==> config.mk <==
export PLATFORM = sky130hd
export DESIGN_NAME = m3i_fifo
export DESIGN_NICKNAME = d
export VERILOG_FILES = /design/src/rtl/core/m3i_fifo.sv
export SDC_FILE = /design/constraint.sdc
export NUM_CORES = 1
export LEC_CHECK = 0
export ABC_AREA = 1
export ABC_CLOCK_PERIOD_IN_PS = 1800
export BUFFER_PORTS_ARGS = -buffer_cell sky130_fd_sc_hd__buf_4
export CORE_UTILIZATION = 48
export CTS_CLUSTER_DIAMETER = 100
export CTS_CLUSTER_SIZE = 8
export DETAILED_ROUTE_END_ITERATION = 8
export PLACE_DENSITY_LB_ADDON = 0.25
export SLEW_MARGIN = 30
export SYNTH_ARGS = -nofsm -noshare
export SYNTH_HDL_FRONTEND = slang
export SYNTH_SLANG_ARGS = --single-unit
==> constraint.sdc <==
create_clock -name clock -period 1.8 [get_ports clock]
set_clock_uncertainty 0.05 [all_clocks]
set_input_delay 0 -clock clock [delete_from_list [all_inputs] [get_ports clock]]
set_output_delay 0 -clock clock [all_outputs]
set_load 0.03 [all_outputs]
==> src/rtl/core/m3i_fifo.sv <==
// Small register queue with push/full and pop/empty handshakes.
module m3i_fifo #(
   parameter int  DEPTH     = 4,
   parameter type data_type = logic
) (
   input  logic     clock,
   input  logic     reset,
   input  logic     push,
   output logic     full,
   input  data_type push_data,
   input  logic     pop,
   output logic     empty,
   output data_type pop_data
);
   localparam int PTR_W = (DEPTH > 2) ? $clog2(DEPTH) : 1;
   localparam int CNT_W = $clog2(DEPTH + 1);

   data_type           store_ff [DEPTH];
   logic [PTR_W-1:0]   wr_ptr_ff, wr_ptr_in;
   logic [PTR_W-1:0]   rd_ptr_ff, rd_ptr_in;
   logic [CNT_W-1:0]   count_ff, count_in;
   logic               do_push, do_pop;

   assign full     = (count_ff == CNT_W'(DEPTH));
   assign empty    = (count_ff == '0);
   assign do_push  = push && !full;
   assign do_pop   = pop && !empty;
   assign pop_data = store_ff[rd_ptr_ff];

   always_comb begin
      wr_ptr_in = wr_ptr_ff;
      rd_ptr_in = rd_ptr_ff;
      count_in  = count_ff;
      if (do_push) begin
         wr_ptr_in = (wr_ptr_ff == PTR_W'(DEPTH - 1)) ? '0 : wr_ptr_ff + PTR_W'(1);
      end
      if (do_pop) begin
         rd_ptr_in = (rd_ptr_ff == PTR_W'(DEPTH - 1)) ? '0 : rd_ptr_ff + PTR_W'(1);
      end
      if (do_push && !do_pop) begin
         count_in = count_ff + CNT_W'(1);
      end else if (do_pop && !do_push) begin
         count_in = count_ff - CNT_W'(1);
      end
   end

   always_ff @(posedge clock) begin
      if (reset) begin
         wr_ptr_ff <= '0;
         rd_ptr_ff <= '0;
         count_ff  <= '0;
      end else begin
         wr_ptr_ff <= wr_ptr_in;
         rd_ptr_ff <= rd_ptr_in;
         count_ff  <= count_in;
      end
   end

   always_ff @(posedge clock) begin
      if (do_push) begin
         store_ff[wr_ptr_ff] <= push_data;
      end
   end

endmodule

======== Word level (Yosys, flattened, before mapping) ========
Memory sizes are Yosys's and may differ from the RTL's. A register that Yosys moved wholly into a read port is not among the register bits.
Index checks and enable logic that the tools add are counted.
operators by class
  add/sub/neg operators ................... 4
  equality and inequality tests ........... 3
  muxes and demuxes ....................... 8
  reductions and logical operators ........ 10
operator list
  operator                                           number
  two-way mux 2 bit                                  4
  two-way mux 3 bit                                  2
  adder 2 x 1 -> 2 bit (second input constant)       2
  equality test 2 bit (second input constant)        2
  logical AND 1 bit                                  4
  logical NOT 1 bit                                  4
  adder 3 x 1 -> 3 bit (second input constant)       1
  equality test 3 bit (second input constant)        1
  logical NOT 3 bit                                  1
  subtractor 3 x 1 -> 3 bit (second input constant)  1
  two-way mux 1 bit                                  2
  nonzero test 2 bit                                 1
word-level totals
  register bits after elaboration ......... 7
  RAM bits ................................ 4
  output and inout port bits .............. 3
  word-level logic and storage cells ...... 29
  memories ................................ 1
memory list
  memory    depth  width  rd ports  clocked after memory_dff  write ports  line  RTL
  store_ff  4      1      1         1                         1            18    data_type store_ff [DEPTH];

======== Logic depth before layout (Yosys ltp) ========
Gate-level depths: netlist of run 1.
  depth in word-level cells ............... 7
  depth in mapped cells ................... 13
  gate-level depth less buffers ........... 13

======== Least setup slack after synthesis of run 1 ========
OpenSTA, ideal clock, no wires.
  path kind ............................... register to register
  start point ............................. register count_ff[0]
  end point ............................... register count_ff[1]
  setup time .............................. 0.116 ns
  data arrival time ....................... 1.607 ns
  data required time ...................... 1.634 ns
  slack ................................... 0.027 ns
  cell stages (with the launch flop) ...... 10
  cells stage by stage .................... dfxtp_1 nor2_2 nand2_2 nand2_1 inv_1 ha_1 inv_1 fa_1 o21ai_0 nor2_1
RTL lines
  item                    line  RTL
  from (decl)             21    logic [CNT_W-1:0] count_ff, count_in;
  from (signal assigned)  55    count_ff <= count_in;
  equality test 3 bit     24    assign full = (count_ff == CNT_W'(DEPTH));
  logical NOT 1 bit       26    assign do_push = push && !full;
  logical AND 1 bit       26
  net do_push             22    logic do_push, do_pop;
  logical AND 1 bit       40    if (do_push && !do_pop) begin
  two-way mux 3 bit       40
  net count_in[1]         21
The timed path passes the listed nets, and every way through them passes these cells. The select of a mux whose other input is x is not followed.
A chain may end at the register's enable or synchronous reset.

======== Worst setup path in the final report of run 1 ========
  start point ............................. register count_ff[1]
  end point ............................... register count_ff[1]
Same word-level chain as after synthesis.

==> flow_summary.json, run 1 <==
{
  "wl_per_cell_um": 10.9,
  "drt_iter0_markers": 8,
  "drcViolationCount": 0,
  "drv_cap": 0,
  "grtUsageTotal": 0.192,
  "grt-ovfl-total": 0,
  "die_y_um": 39.2,
  "synthCells": 82,
  "clk_latency_ns": 0.27,
  "initial_core_util": 0.512,
  "root_buffer": "clkbuf_4",
  "ir_worst_vdd_uv": 956,
  "tightest_slew_ns": 0.226,
  "r2r.worst_path.cells": 9,
  "grt_first_pass_wirelength_mm": 1.87,
  "port_buffers": 7,
  "crit_path_end_kind": "flip-flop",
  "antenna_found_initial": 0,
  "hold_ws_ns": 0.0196,
  "fin_crit_sh": 0.948,
  "leakage_nw": 0.412,
  "core-area_um2": 1300,
  "vias": 544,
  "power.total_mw": 1.31,
  "hpwl_um": 887,
  "h-tree-depth": 1,
  "dieArea_um2": 1540,
  "cp_max_fo": 3,
  "ys_warn_count": 0,
  "area_growth_syn_to_layout_pct": 26.3,
  "routed_wirelength_mm": 1.24,
  "finalHoldViolCount": 0,
  "drive_above_1_share": 0.242,
  "synthTopCellsByArea": "dfxtp_1, edfxtp_1, ha_1, inv_1, nor2_1",
  "avgSynthCellArea_um2": 8.12,
  "place_ws_ns": 0.0321,
  "holdPathStages": 4,
  "cts_tree": "built",
  "fin_ws_ns": 0.0941,
  "r2r_end": "count_ff[1]$_SDFFE_PP0P_",
  "timing.critical_path.required_ns": 1.92,
  "fmax_ghz": 0.586,
  "hold_class": "primary input to flip-flop",
  "setup_viol": 0,
  "synth-seq-cells": 13,
  "timing.final.crit_period_ns": 1.71,
  "final_cell_mix": "inv_1, nor2_1, nand2_1, buf_4, dfxtp_1",
  "arrival_ns": 1.82,
  "path_class": "flip-flop to flip-flop",
  "nFillCells": 117,
  "yosys.cell_types.count": 15,
  "nNetsFinal": 112,
  "clk_pin_slew_worst_paths_ns": 0.08,
  "first_pass_iters": 4,
  "synth.largest_area_cell": "dfxtp_1",
  "reg2reg_slack_ns": 0.09,
  "drv_slew": 0,
  "grt_pass1_vias": 488,
  "rr_startpoint": "count_ff[1]$_SDFFE_PP0P_",
  "yosysSeqAreaShare": 0.451,
  "slew_headroom": 0.849,
  "cts_buffers": 3,
  "syn_area_um2": 666,
  "final_util": 0.646,
  "ant_nets": 0,
  "routabilityCongestion": 0.721,
  "num_rows": 13,
  "ioPinCount": 8,
  "clockBufferDepth": 2,
  "min_to": "wr_ptr_ff[0]$_SDFFE_PP0P_",
  "die_x_um": 39.2,
  "status": "complete, no violations",
  "rsz0062_at_grt": "false",
  "critPathLaunchType": "flip-flop",
  "p_per_area_nw_per_um2": 1560,
  "grt_max_degree": 8,
  "drt-vias-per-instance": 4.77,
  "synth_nets": 94,
  "hold_start": "reset",
  "cts.sinks": 13,
  "tns_ns": 0,
  "yosysTopAreaCellShare": 0.271,
  "antenna_cells": 0
}
==> Yosys cell counts <==
| master | instances |
|---|---|
| o21ai_0 | 5 |
| ha_1 | 6 |
| fa_1 | 1 |
| dfxtp_1 | 9 |
| nand3_1 | 2 |
| a21oi_1 | 4 |
| inv_1 | 17 |
| nand3b_2 | 1 |
| edfxtp_1 | 4 |
| nand4_1 | 1 |
| nand2_2 | 3 |
| nor2_2 | 1 |
| nand2_1 | 11 |
| nor2_1 | 16 |
| nand3b_1 | 1 |
==> kinds of logic (layout without fill, tap and decap cells) <==
logic type      Yosys count  in the layout  synth area share
compound gates            9              9            0.0677
fa+ha+maj                 7              7             0.143
flops                    13             13             0.451
buf+inv                  17             34            0.0959
simple gates             36             36             0.243
==> final cells by class <==
class / instances / area, µm² / area share
Multi-Input combinational cell: 52 / 324 / 0.385
Sequential cell: 13 / 303 / 0.360
Timing Repair Buffer: 13 / 105 / 0.125
Inverter: 17 / 63.8 / 0.0759
Clock buffer: 4 / 26.3 / 0.0313
Tap cell: 15 / 18.8 / 0.0223
==> how the worst max path moves through the flow <==
| stage | startpoint | end | slack [ns] | cells past startpoint |
|---|---|---|---|---|
| finish | count_ff[1]$_SDFFE_PP0P_ | count_ff[1]$_SDFFE_PP0P_ | 0.09 | 9 |
| global route | count_ff[1]$_SDFFE_PP0P_ | count_ff[1]$_SDFFE_PP0P_ | 0.02 | 9 |
| CTS | count_ff[1]$_SDFFE_PP0P_ | count_ff[1]$_SDFFE_PP0P_ | 0.006 | 9 |
| detailed placement | count_ff[1]$_SDFFE_PP0P_ | count_ff[1]$_SDFFE_PP0P_ | 0.03 | 9 |
| global placement | count_ff[1]$_SDFFE_PP0P_ | count_ff[1]$_SDFFE_PP0P_ | 0.07 | 9 |
| floorplan | count_ff[0]$_SDFFE_PP0P_ | count_ff[1]$_SDFFE_PP0P_ | 0.03 | 9 |
==> power by group <==
part           switching (mW)  internal [mW]
Sequential             0.0724          0.391
Combinational           0.390          0.279
Clock                  0.0931         0.0859
==> per-stage QoR <==
step                      instance area [µm²]  instances
after floorplan                           666         82
after global placement                    759        107
after detailed placement                  759        107
after CTS                                 817        114
after global routing                      841        114
final                                     841        114
==> critical path: stages (launching register included) <==
cell	delay, ns
dfxtp_2	0.36
nor2_4	0.13
nand2_2	0.08
nand2_2	0.08
inv_1	0.07
ha_4	0.16
inv_2	0.06
fa_2	0.42
o21ai_1	0.14
nor2_1	0.06
==> metal layers <==
| metal | global-route usage | wire, µm |
|---|---|---|
| met1 | 0.193 | 516 |
| met2 | 0.338 | 671 |
| met3 | 0.0694 | 41 |
| met4 | 0.103 | 12 |
| met5 | 0 | 0 |
==> repair_timing <==
item / 4_1_cts / 5_1_grt
pin swaps: 1 / 0
hold endpoints to repair: 8 / 0
buffers inserted: 0 / 0
resized for setup: 2 / 7
hold buffers: 3 / 0
setup endpoints to repair: 1 / 2
(Power assumes the default switching activity.)
==> inputs of run 2 (changes only) <==
--- a/config.mk
+++ b/config.mk
@@ -12,7 +12,7 @@
 export CTS_CLUSTER_DIAMETER = 100
 export CTS_CLUSTER_SIZE = 8
 export DETAILED_ROUTE_END_ITERATION = 8
-export PLACE_DENSITY_LB_ADDON = 0.25
+export PLACE_DENSITY = 0.7
 export SLEW_MARGIN = 30
 export SYNTH_ARGS = -nofsm -noshare
 export SYNTH_HDL_FRONTEND = slang
==> flow_summary.json, run 2 (synthesis gave the netlist of run 1 again) <==
{
  "crit_path_end_kind": "flip-flop",
  "drv_slew": 0,
  "final_cells": 115,
  "vias": 559,
  "grt-ovfl-total": 0,
  "multiInputGateArea_um2": 324,
  "met2_usage": 0.292,
  "drt-vias-per-instance": 4.86,
  "h-tree-depth": 1,
  "arrival_ns": 1.84,
  "grt_max_degree": 8,
  "initial_core_util": 0.512,
  "drt_iter0_markers": 7,
  "slew_headroom": 0.869,
  "final_cell_mix": "inv_1, nor2_1, nand2_1",
  "clockBufferDepth": 2,
  "rsz0062_at_grt": "true",
  "met1_usage": 0.191,
  "dieArea_um2": 1540,
  "grt_busiest_layer": "met2",
  "postLayoutCellArea_um2": 853,
  "timing.final.crit_period_ns": 1.71,
  "cpPeakStageDelay_ns": 0.37,
  "place_ws_ns": 0.0188,
  "hold_ws_ns": 0.429,
  "drive_above_1_share": 0.220,
  "dp.cells": 107,
  "fin_crit_sh": 0.950,
  "ioPinCount": 8,
  "first_pass_iters": 4,
  "setup_viol": 0,
  "reg2reg_slack_ns": 0.09,
  "cts.sinks": 13,
  "root_buffer": "clkbuf_4",
  "cts_tree": "built",
  "cp_common_cell": "inv_1",
  "place_area_um2": 759,
  "nNetsFinal": 113,
  "drv_cap": 0,
  "final_util": 0.656,
  "die_x_um": 39.2,
  "leakage_nw": 0.421,
  "seq_area_um2": 305,
  "timing.critical_path.required_ns": 1.93,
  "cp_max_fo": 4,
  "antenna_cells": 0,
  "path_class": "flip-flop to flip-flop",
  "cp_slowest_cell": "dfxtp_4",
  "fin_ws_ns": 0.0899,
  "routed_wirelength_mm": 1.20,
  "hpwl_um": 841,
  "core-area_um2": 1300,
  "clk_pin_slew_worst_paths_ns": 0.08,
  "power.total_mw": 1.31,
  "hold_class": "primary input to flip-flop",
  "nFillCells": 115,
  "routabilityCongestion": 0.787,
  "grt_use_met3": 0.0578,
  "port_buffers": 7,
  "area_growth_syn_to_layout_pct": 28.2,
  "clk_latency_ns": 0.27,
  "status": "complete, no violations",
  "fmax_ghz": 0.585,
  "num_rows": 13,
  "grt_pass1_vias": 460,
  "ir_worst_vdd_uv": 866,
  "finalHoldViolCount": 0,
  "wl_per_cell_um": 10.4,
  "antenna_found_initial": 0,
  "grtUsageTotal": 0.174,
  "cts_buffers": 3,
  "die_y_um": 39.2,
  "tns_ns": 0,
  "ant_nets": 0,
  "drcViolationCount": 0,
  "p_per_area_nw_per_um2": 1540,
  "grt_first_pass_wirelength_mm": 1.75,
  "path_cells": "nor2_4 -> nand2_2 -> nand2_4 -> ha_4 -> inv_1 -> fa_1 -> inv_1 -> nand2_1 -> nand3_1 -> nand2_1 -> inv_1 -> nor2_1",
  "critPathLaunchType": "flip-flop",
  "tightest_slew_ns": 0.197
}
==> run 2: layer usage <==
metal,wire length [µm],vias up,part of all wire
met5,0,-,0
met4,27,0,0.023
met3,35,4,0.029
met2,600,8,0.50
met1,534,257,0.45
li1,-,290,-
==> run 2: where the power goes <==
part           switching, mW  internal, mW  total (mW)
combinational          0.389         0.275       0.664
sequential            0.0706         0.396       0.467
clock                 0.0964        0.0858       0.182
==> run 2: final cells by class <==
| type | instances | share of cell area |
|---|---|---|
| Multi-Input combinational cell | 52 | 0.380 |
| Clock buffer | 4 | 0.0308 |
| Inverter | 17 | 0.0748 |
| Timing Repair Buffer | 14 | 0.135 |
| Sequential cell | 13 | 0.358 |
| Tap cell | 15 | 0.0220 |
==> run 2: worst max-delay path: cells and delay by family (launching register included) <==
kind	cells	cell delay (ns)
flip-flops	1	0.37
AND/OR/NAND/NOR	7	0.54
adder cells (fa/ha/maj)	2	0.50
buffers and inverters	3	0.17
==> run 2: timing repair <==
item                                    4_1_cts  5_1_grt
hold endpoints to repair                      8        0
endpoints found under the setup margin        0        2
hold buffers                                  4        0
setup buffers                                 0        0
resized for setup                             0        9
==> run 2: path summary, 6_finish.rpt <==
check | startpoint | endpoint | cells past startpoint
setup reg to reg | count_ff[1]$_SDFFE_PP0P_ | count_ff[2]$_SDFFE_PP0P_ | 12
setup / recovery | count_ff[1]$_SDFFE_PP0P_ | count_ff[2]$_SDFFE_PP0P_ | 12
hold reg to reg | wr_ptr_ff[0]$_SDFFE_PP0P_ | wr_ptr_ff[0]$_SDFFE_PP0P_ | 2
hold / removal | push_data | store_ff[1]$_DFFE_PP_ | 2
==> inputs of run 3 (changes only) <==
--- a/config.mk
+++ b/config.mk
@@ -6,9 +6,9 @@
 export NUM_CORES = 1
 export LEC_CHECK = 0
 export ABC_AREA = 1
-export ABC_CLOCK_PERIOD_IN_PS = 1800
+export ABC_CLOCK_PERIOD_IN_PS = 1740
 export BUFFER_PORTS_ARGS = -buffer_cell sky130_fd_sc_hd__buf_4
-export CORE_UTILIZATION = 48
+export CORE_UTILIZATION = 50
 export CTS_CLUSTER_DIAMETER = 100
 export CTS_CLUSTER_SIZE = 8
 export DETAILED_ROUTE_END_ITERATION = 8
==> constraint.sdc (replaced) <==
create_clock -name clock -period 1.74 [get_ports clock]
set_clock_uncertainty 0.05 [all_clocks]
set_input_delay 0 -clock clock [delete_from_list [all_inputs] [get_ports clock]]
set_output_delay 0 -clock clock [all_outputs]
set_load 0.03 [all_outputs]
==> flow_summary.json, run 3 (synthesis gave the netlist of run 1 again) <==
{
  "area_growth_syn_to_layout_pct": 29.7,
  "drcViolationCount": 0,
  "drv_slew": 0,
  "internal-power_mw": 0.818,
  "critPathLaunchType": "flip-flop",
  "ant_nets": 0,
  "hold_class": "primary input to flip-flop",
  "root_buffer": "clkbuf_4",
  "mostFrequentLayoutCell": "inv_1",
  "holdPathStages": 4,
  "seqPwrFrac": 0.340,
  "ioPinCount": 8,
  "routed_wirelength_mm": 1.24,
  "clk_pin_slew_worst_paths_ns": 0.09,
  "hpwl_um": 846,
  "fmax_ghz": 0.597,
  "cts.sinks": 13,
  "tightest_slew_ns": 0.246,
  "arrival_ns": 1.81,
  "netSwitchingFraction": 0.422,
  "nNetsFinal": 114,
  "routabilityCongestion": 0.664,
  "drt-vias-per-instance": 4.77,
  "switchingPower_mw": 0.596,
  "timing.critical_path.required_ns": 1.87,
  "path_class": "flip-flop to flip-flop",
  "timing.final.crit_period_ns": 1.67,
  "r2r.worst_path.cells": 9,
  "cpPeakStageDelay_ns": 0.44,
  "cp_slowest_cell": "fa_2",
  "slew_headroom": 0.836,
  "status": "complete, no violations",
  "die_y_um": 38.5,
  "initial_core_util": 0.568,
  "grt-ovfl-total": 0,
  "ir_worst_vdd_uv": 1060,
  "first_pass_iters": 4,
  "power.total_mw": 1.41,
  "p_per_area_nw_per_um2": 1640,
  "port_buffers": 7,
  "crit_path_end_kind": "flip-flop",
  "worstSetupPathDepth": 9,
  "rsz0062_at_grt": "true",
  "hold_ws_ns": 0.0174,
  "crit_family": "adder cells",
  "num_rows": 12,
  "setup_viol": 0,
  "cts_tree": "built",
  "antenna_cells": 0,
  "drv_cap": 0,
  "final_cell_mix": "inv_1, nor2_1, buf_4",
  "grt_pass1_vias": 467,
  "power_frac_clock": 0.138,
  "drive_above_1_share": 0.248,
  "clockBufferDepth": 2,
  "fin_crit_sh": 0.962,
  "grt_max_degree": 9,
  "cp.buffers_inverters": 2,
  "grt_first_pass_wirelength_mm": 1.81,
  "h-tree-depth": 1,
  "clk_latency_ns": 0.28,
  "dieArea_um2": 1480,
  "cts_buffers": 3,
  "grtUsageTotal": 0.197,
  "nFillCells": 92,
  "p_comb_frac": 0.523,
  "wl_per_cell_um": 10.8,
  "leakage_nw": 0.426,
  "die_x_um": 38.5,
  "vias": 549,
  "path_cells": "nor2_4 -> nand2_2 -> nand2_2 -> inv_1 -> ha_4 -> inv_1 -> fa_2 -> o21ai_2 -> nor2_1",
  "core-area_um2": 1170,
  "finalHoldViolCount": 0,
  "drt_iter0_markers": 14,
  "cp_max_fo": 3,
  "antenna_found_initial": 0
}
## run 3: final timing paths
kind | from | end | slack [ns]
worst max-delay path | count_ff[1]$_SDFFE_PP0P_ | count_ff[1]$_SDFFE_PP0P_ | 0.07
worst max register to register | count_ff[1]$_SDFFE_PP0P_ | count_ff[1]$_SDFFE_PP0P_ | 0.07
worst min-delay path | pop | rd_ptr_ff[1]$_SDFFE_PP0P_ | 0.02
worst min register to register | count_ff[1]$_SDFFE_PP0P_ | count_ff[1]$_SDFFE_PP0P_ | 0.50
## run 3: metal layers
metal  vias up  track usage  wire length [µm]
li1        289            -                 -
met1       240        0.190               556
met2        16        0.333               600
met3         4       0.0872                54
met4         0        0.129                27
met5         -            0                 0
## run 3: power by group through the flow
stage          clock network [mW]  logic, mW  registers (mW)
3_3_place_gp                    0      0.637           0.466
4_1_cts                     0.195      0.677           0.465
5_1_grt                     0.210      0.837           0.491
2_1_floorplan                   0      0.449           0.462
6_report                    0.194      0.739           0.480
3_5_place_dp                    0      0.657           0.470
## run 3: stage by stage
step           TNS [ns]   util  std cells  cell area (µm²)  setup WS (ns)
4_1_cts               0  0.714        115              836       0.000983
3_5_place_dp          0  0.656        107              768         0.0295
2_1_floorplan         0      -         82              668        0.00319
5_1_grt         -0.0329  0.737        115              863        -0.0329
6_report              0  0.737        115              863         0.0663
3_3_place_gp          0  0.656        107              768         0.0411
## run 3: final cells by class
class	count	area (µm²)	share of cell area
multi-input combinational	52	328	0.380
sequential	13	304	0.352
timing repair buffer	15	123	0.142
inverter	17	63.8	0.0739
clock buffer	3	22.5	0.0261
tap	14	17.5	0.0203
clock inverter	1	5.00	0.00580
## run 3: what timing repair did
item	4_1_cts	5_1_grt
buffers inserted	0	0
setup endpoints to repair	0	2
hold buffers	4	0
resized for setup	0	8
endpoints found under the hold margin	7	0
## run 3: tightest hold or removal path, delay by kind of cell
family | cells | cell delay (ns)
buf+inv | 1 | 0.10
simple gates | 3 | 0.21
